<file path="src/design/fpwr_pkg.sv">
package fpwr_pkg;

	// Pixel formats, as held in the pixel_format register.
	typedef enum logic [1:0] {
		FMT_8  = 2'd0,
		FMT_16 = 2'd1,
		FMT_24 = 2'd2,
		FMT_32 = 2'd3
	} fmt_t;

	// Raster operation codes for 16 bpp. Code 3 behaves as set.
	localparam logic [1:0] OP_SET = 2'd0;
	localparam logic [1:0] OP_XOR = 2'd1;
	localparam logic [1:0] OP_AVG = 2'd2;

	// Configuration register indexes.
	localparam int unsigned CFG_IDX_W  = 3;
	localparam int unsigned CFG_DATA_W = 21;
	localparam logic [CFG_IDX_W-1:0] REG_PIXEL_FORMAT = 3'd0;
	localparam logic [CFG_IDX_W-1:0] REG_WRITE_OP     = 3'd1;
	localparam logic [CFG_IDX_W-1:0] REG_LINE_STRIDE  = 3'd2;
	localparam logic [CFG_IDX_W-1:0] REG_RED_MASK     = 3'd3;
	localparam logic [CFG_IDX_W-1:0] REG_GREEN_MASK   = 3'd4;
	localparam logic [CFG_IDX_W-1:0] REG_BLUE_MASK    = 3'd5;

	// Register reset values.
	localparam logic [15:0] RED_MASK_RST   = 16'hf800;
	localparam logic [15:0] GREEN_MASK_RST = 16'h07e0;
	localparam logic [15:0] BLUE_MASK_RST  = 16'h001f;

	// Field masks applied after the halving shift in the average operation.
	localparam logic [15:0] GREEN_HALF_MASK = 16'h7fe0;
	localparam logic [15:0] RED_HALF_MASK   = 16'h7800;
	// The fourth byte of a 24 bpp store is always all ones.
	localparam logic [31:0] TOP_BYTE_24 = 32'hff000000;

	// Field widths of the pixel and result beats.
	localparam int unsigned POS_W   = 12;
	localparam int unsigned COLOR_W = 32;
	localparam int unsigned BADDR_W = 20;
	localparam int unsigned NBYTE_W = 3;
	localparam int unsigned STRIDE_W = 21;

	// Sequencer states.
	typedef enum logic [2:0] {
		ST_IDLE  = 3'd0,
		ST_MUL   = 3'd1,
		ST_ADD   = 3'd2,
		ST_READ  = 3'd3,
		ST_WRITE = 3'd4
	} st_t;

	// Command from the sequencer to the frame memory.
	typedef struct packed {
		logic               rd;
		logic               wr;
		logic [NBYTE_W-1:0] nbytes;
	} mem_cmd_t;

	// Number of bytes stored per pixel write.
	function automatic logic [NBYTE_W-1:0] store_bytes(input fmt_t fmt);
		logic [NBYTE_W-1:0] n;
		unique case (fmt)
			FMT_8:   n = 3'd1;
			FMT_16:  n = 3'd2;
			FMT_24:  n = 3'd4;
			FMT_32:  n = 3'd4;
			default: n = 3'd4;
		endcase
		return n;
	endfunction

endpackage

</file>
<file path="src/design/fpwr_rop.sv">
module fpwr_rop (
	input  fpwr_pkg::fmt_t  fmt,
	input  logic [1:0]      op,
	input  logic [15:0]     red_mask,
	input  logic [15:0]     green_mask,
	input  logic [15:0]     blue_mask,
	input  logic [31:0]     color,
	input  logic [15:0]     old_pix,
	output logic [31:0]     value
);

	import fpwr_pkg::*;

	logic [15:0] nw;
	logic [15:0] avg_g;
	logic [15:0] avg_b;
	logic [15:0] avg_r;
	logic [15:0] pix16;

	assign nw = color[15:0];

	// Field-wise average under the channel masks; carries past a mask are dropped.
	always_comb begin
		avg_g = ((((green_mask & old_pix) >> 1) & GREEN_HALF_MASK) +
			(((green_mask & nw) >> 1) & GREEN_HALF_MASK)) & green_mask;
		avg_b = (((blue_mask & nw) >> 1) + ((blue_mask & old_pix) >> 1)) & blue_mask;
		avg_r = (((nw >> 1) & RED_HALF_MASK) + ((old_pix >> 1) & RED_HALF_MASK)) & red_mask;
	end

	// 16 bpp raster operation.
	always_comb begin
		priority if (op == OP_XOR) begin
			pix16 = old_pix ^ nw;
		end else if (op == OP_AVG) begin
			pix16 = avg_g | avg_b | avg_r;
		end else begin
			pix16 = nw;
		end
	end

	// Stored value by format.
	always_comb begin
		unique case (fmt)
			FMT_8:   value = {24'h000000, color[7:0]};
			FMT_16:  value = {16'h0000, pix16};
			FMT_24:  value = color | TOP_BYTE_24;
			FMT_32:  value = color;
			default: value = color;
		endcase
	end

endmodule

</file>
<file path="config.mk">
export PLATFORM = sky130hd
export DESIGN_NAME = fpwr_rop
export DESIGN_NICKNAME = d
export VERILOG_FILES = /design/src/design/fpwr_pkg.sv /design/src/design/fpwr_rop.sv
export SDC_FILE = /design/constraint.sdc
export NUM_CORES = 1
export LEC_CHECK = 0
export CAP_MARGIN = 20
export CORE_MARGIN = 5
export CORE_UTILIZATION = 40
export DETAILED_ROUTE_END_ITERATION = 10
export DONT_BUFFER_PORTS = 1
export PLACE_DENSITY = 0.61
export SLEW_MARGIN = 20
export SYNTH_ARGS = -nofsm -noshare
export SYNTH_HDL_FRONTEND = slang
export SYNTH_SLANG_ARGS = --single-unit
</file>
<file path="constraint.sdc">
create_clock -name vclk -period 3.9
set_input_delay 0.78 -clock vclk [all_inputs]
set_output_delay 0.78 -clock vclk [all_outputs]
set_load 0.03 [all_outputs]
</file>
Yosys cells after proc, flatten, opt, wreduce, memory -nomap -nowiden

Cells that the tools add are included.

Register bits after elaboration: 0
Input bits: 100
Output and inout bits: 32
Word-level logic and storage cells: 22

Add/subtract/negate cells: 3
Equality and inequality tests: 5
Muxes and demuxes: 3
Bitwise operators: 10
Reduce and logical (&&, ||, !) cells: 1

Operators with widths:

| cell                                           | number |
|---|---|
| case mux 32 bit (4 select lines)               | 1 |
| bitwise AND 16 bit                             | 7 |
| adder 15 x 15 -> 16 bit                        | 3 |
| 2-to-1 mux 16 bit                              | 2 |
| bitwise OR 16 bit                              | 2 |
| bitwise XOR 16 bit                             | 1 |
| == test 2 bit (second input constant)          | 3 |
| == test 2 x 1 -> 1 bit (second input constant) | 2 |
| zero test 2 bit                                | 1 |

Depth between registers and ports, before layout

Depth after elaboration: 8
Mapped depth: 9
Gate-level depth less buffers: 9

Least setup slack after synthesis

No wires, ideal clock.

Path type: input-to-output
From: input port color[1]
To: output port value[14]
Data arrival time: 3.011 ns
Data required time: 3.120 ns
Slack: 0.109 ns
Stages on the path: 9
Buffers on the path: 0
Path through: and2_1 > ha_1 > fa_1 > a21oi_1 > o22ai_1 > a41oi_2 > o21ai_1 > mux2_1 > a31oi_1

Word-level cells in the longest chain between the ends: 8

RTL lines:

| item                             | RTL line       | RTL |
|---|---|---|
| from (decl)                      | fpwr_rop.sv:7  | `input logic [31:0] color,` |
| bitwise AND 16 bit               | fpwr_rop.sv:26 | `avg_b = (((blue_mask & nw) >> 1) + ((blue_mask & old_pix) >> 1)) & blue_mask;` |
| adder 15 x 15 -> 16 bit          | fpwr_rop.sv:26 |  |
| bitwise AND 16 bit               | fpwr_rop.sv:26 |  |
| bitwise OR 16 bit (2 in series)  | fpwr_rop.sv:35 | `pix16 = avg_g \| avg_b \| avg_r;` |
| 2-to-1 mux 16 bit                | fpwr_rop.sv:34 | `end else if (op == OP_AVG) begin` |
| 2-to-1 mux 16 bit                | fpwr_rop.sv:32 | `priority if (op == OP_XOR) begin` |
| case mux 32 bit (4 select lines) | fpwr_rop.sv:43 | `unique case (fmt)` |
| to (decl)                        | fpwr_rop.sv:9  | `output logic [31:0] value` |

Every way passes these cells.

Worst setup path in the final report

From: input port old_pix[6]
To: output port value[13]

Word-level cells in the longest chain between the ends: 8
Elaborated cells on any way between the ends: 11
Those cells by class: add/sub (2); mux (3); bitwise (6)

RTL lines:

| item                                       | RTL line                       | RTL |
|---|---|---|
| from (decl)                                | fpwr_rop.sv:8                  | `input logic [15:0] old_pix,` |
| bitwise AND 16 bit (on tied branches)      | fpwr_rop.sv:24, fpwr_rop.sv:26 |  |
| adder 15 x 15 -> 16 bit (on tied branches) | fpwr_rop.sv:24, fpwr_rop.sv:26 |  |
| bitwise AND 16 bit (on tied branches)      | fpwr_rop.sv:25, fpwr_rop.sv:26 |  |
| bitwise OR 16 bit (*) (2 in series)        | fpwr_rop.sv:35                 |  |
| 2-to-1 mux 16 bit (*)                      | fpwr_rop.sv:34                 |  |
| 2-to-1 mux 16 bit (*)                      | fpwr_rop.sv:32                 |  |
| case mux 32 bit (4 select lines) (*)       | fpwr_rop.sv:43                 |  |

Mark *: on every way between the ends. The rest lies on a longest branch, timed or not.

==> reports/metrics.cfg <==
[setup_path]
critical_path_arrival_ns=2.97
worst-setup-path-type=in -> out
cp_data_required_time_ns=3.12
startpoint_type=input pin
critPathCaptureType=output port
timing.critical_path.fanout_max=4
worstSetupStartpoint=old_pix[6]

[logic_synthesis]
synth_nets=523
synth_area_per_cell_sq_um=6.62
synth_simple_gate_area_share_pct=32.2
number_of_instances_in_the_synthesized_netlist=391
post_synth_instance_area_sq_um=2590
synth-compound-area-share_pct=39.3
synth_xor_area_share_pct=5.08
synth.area.mux_share_pct=1.21
seq_area_frac_synth_pct=0
yosys_warnings=0
yosysUniqueCellTypes=58
largest_family_of_logic_cells_by_synthesized_area=compound AO/OA/AOI/OAI gates
post_synthesis_adder_cell_area_fraction_pct=16.3

[final_layout]
design.seq.count=0
seqCellArea_sq_um=0
clkbuf_count=0
fillers=681
flow.area_growth_from_synthesis_pct=3.97
nets=520
area_of_combinational_cells_with_multiple_inputs_sq_um=2440
finish.instance_area_sq_um=2690
post_route_cells_drive_above_1_share_pct=5.44
antenna_cells=0

[routing]
drtPass1Iterations=4
via_per_inst=6.12
drt-wirelength-per-cell_microns=17.3
postRouteWirelength_mm=8.01
detailroute.wirelength.met2_mm=3.86
topRoutingLayerUsed=met4
remaining_routing_drc_violations=0
drt_first_iter_violations=106
vias=2833
wl_met1_mm=3.37
met3WireLength_microns=624
antenna_violating_nets_post_route=0

[sta]
min_period_ns=3.75
final_hold_violation_count=0
finalSetupViolations=0
finalHoldWorstSlack_ns=1.78
rsz0062_at_grt=no
fin_crit_sh_pct=96.1
max_slew.worst_pin.slew_ns=0.991
timing.max_slew.rel_slack_pct=33.3
max_clock_freq_mhz=267
finalSetupTns_ns=0
timing_max_transition_violations_final=0

[floorplanning]
die_extent_in_y_microns=90.4
placement_rows=29
floorplan.initialDensity_pct=41.0
dieWidth_microns=90.4
die-area_sq_um=8180
fp.coreArea_sq_um=6310
num_io_pins=132

[global_routing]
first_pass_grt_wire_length_mm=12.7
largest_net_degree_at_the_start_of_global_routing=34
global_route_usage_over_all_layers_pct=17.9
grt_pass1_vias=2676
antenna_found_initial=0
grt.overflow.total=0

[power_and_ir_drop]
reg_power_share_pct=0
leakage_nw=1.14
power_per_cell_area_nw_per_um2=121
swShare_pct=60.5
pwr_total_w=0.000325
net_switching_component_of_the_power_w=0.000197
share_comb_of_total_power_pct=100.0
internal-power_w=0.000129
relative_contribution_of_the_clock_network_to_total_power_pct=0
max-vdd-ir-drop_mv=0.0535

[placement]
gp_routability_congestion=0.861
io_buffers=0
dp_hpwl_mm=6.48
dpl_cell_area_sq_um=2690

[status]
status=completed

[min_path]
hold_path.class=in -> out
timing.hold.worst.start=op[0]

[run]
cap_violations=0

## cell usage after synthesis (6+ instances only)
| cell type | number | share of area [%] |
|---|---|---|
| sky130_fd_sc_hd__clkbuf_1 | 8 | 1.2 |
| sky130_fd_sc_hd__and2_1 | 59 | 14 |
| sky130_fd_sc_hd__a21o_1 | 9 | 2.6 |
| sky130_fd_sc_hd__o21ai_1 | 12 | 2.3 |
| sky130_fd_sc_hd__nand2b_1 | 6 | 1.5 |
| sky130_fd_sc_hd__nor3_1 | 10 | 1.9 |
| sky130_fd_sc_hd__a221oi_1 | 6 | 2.0 |
| sky130_fd_sc_hd__a211oi_1 | 11 | 3.2 |
| sky130_fd_sc_hd__nand2_1 | 23 | 3.3 |
| sky130_fd_sc_hd__xor2_1 | 7 | 2.4 |
| sky130_fd_sc_hd__xnor2_1 | 8 | 2.7 |
| sky130_fd_sc_hd__nor2_1 | 32 | 4.6 |
| sky130_fd_sc_hd__a21boi_0 | 9 | 2.6 |
| sky130_fd_sc_hd__a21oi_1 | 34 | 6.6 |
| sky130_fd_sc_hd__inv_1 | 19 | 2.8 |
| sky130_fd_sc_hd__ha_1 | 29 | 14 |
| sky130_fd_sc_hd__a31oi_1 | 10 | 2.4 |
| sky130_fd_sc_hd__o21ai_0 | 16 | 3.1 |
| sky130_fd_sc_hd__nand3_1 | 11 | 2.1 |
## critical path: stages
cell                       delay, ns
sky130_fd_sc_hd__and2_1         0.14
sky130_fd_sc_hd__ha_1           0.23
sky130_fd_sc_hd__fa_1           0.46
sky130_fd_sc_hd__a211oi_2       0.27
sky130_fd_sc_hd__o211ai_1       0.20
sky130_fd_sc_hd__and4_1         0.23
sky130_fd_sc_hd__o31ai_1        0.23
sky130_fd_sc_hd__o21ai_1        0.10
sky130_fd_sc_hd__a41o_1         0.34
## kinds of logic after synthesis
logic type / after synthesis
xor gates and xnor gates: 15
and+or+nand+nor: 157
muxes: 3
buffers and inverters: 36
adders and majority gates: 32
AOI/OAI and AO/OA: 148
## cell type report
cell class | count | area share [%]
inverters | 21 | 2.93
multi-input cells | 355 | 90.7
well taps | 77 | 3.58
repair buffers | 10 | 2.79
## metrics by stage
step,worst slack (ns),utilization [%],cells
finish,0.150,42.6,463
global placement,0.186,42.5,463
floorplan,0.109,-,391
CTS,0.147,42.5,463
global route,0.0630,42.6,463
detailed placement,0.158,42.5,463
## power groups by stage
stage / logic [W] / registers (W) / clock network, W
finish: 0.000325 / 0 / 0
global route: 0.000359 / 0 / 0
CTS: 0.000326 / 0 / 0
detailed placement: 0.000324 / 0 / 0
global placement: 0.000320 / 0 / 0
floorplan: 0.000279 / 0 / 0
## layout by cell type (no fill, tap or decap), drive strengths merged, types with 2 or more instances in the layout
cell type  instances
and2              59
o211ai             3
a32oi              2
a31oi             10
a21oi             35
a21boi            10
o221ai             4
xnor2              8
nor2              32
o31ai              2
nand2             23
nor2b              3
nand2b             6
buf               10
o221a              3
mux2i              2
nand3b             4
a211oi            13
o21ai             28
a2bb2oi            2
a221oi             6
xor2               7
nand4              4
fa                 3
a21o               9
o22ai              3
nor3              10
a211o              2
o2111ai            2
o31a               2
a311oi             2
ha                29
o21a               2
nand3             11
inv               21
## final timing paths
kind	endpoint	cells past startpoint
worst min-delay path	value[4]	2
worst max-delay path	value[13]	9
## metal layers
| layer | up-vias | track usage [%] |
|---|---|---|
| li1 | 1452 | - |
| met2 | 93 | 32.6 |
| met4 | 0 | 3.35 |
| met3 | 11 | 3.17 |
| met5 | - | 0 |
| met1 | 1277 | 21.9 |
## what timing repair did
| item | CTS | global route |
|---|---|---|
| setup buffers | 0 | 0 |
| hold buffers | 0 | 0 |
| endpoints found under the setup margin | 0 | 1 |
| resized for setup | 0 | 1 |
(Power assumes the default switching activity.)
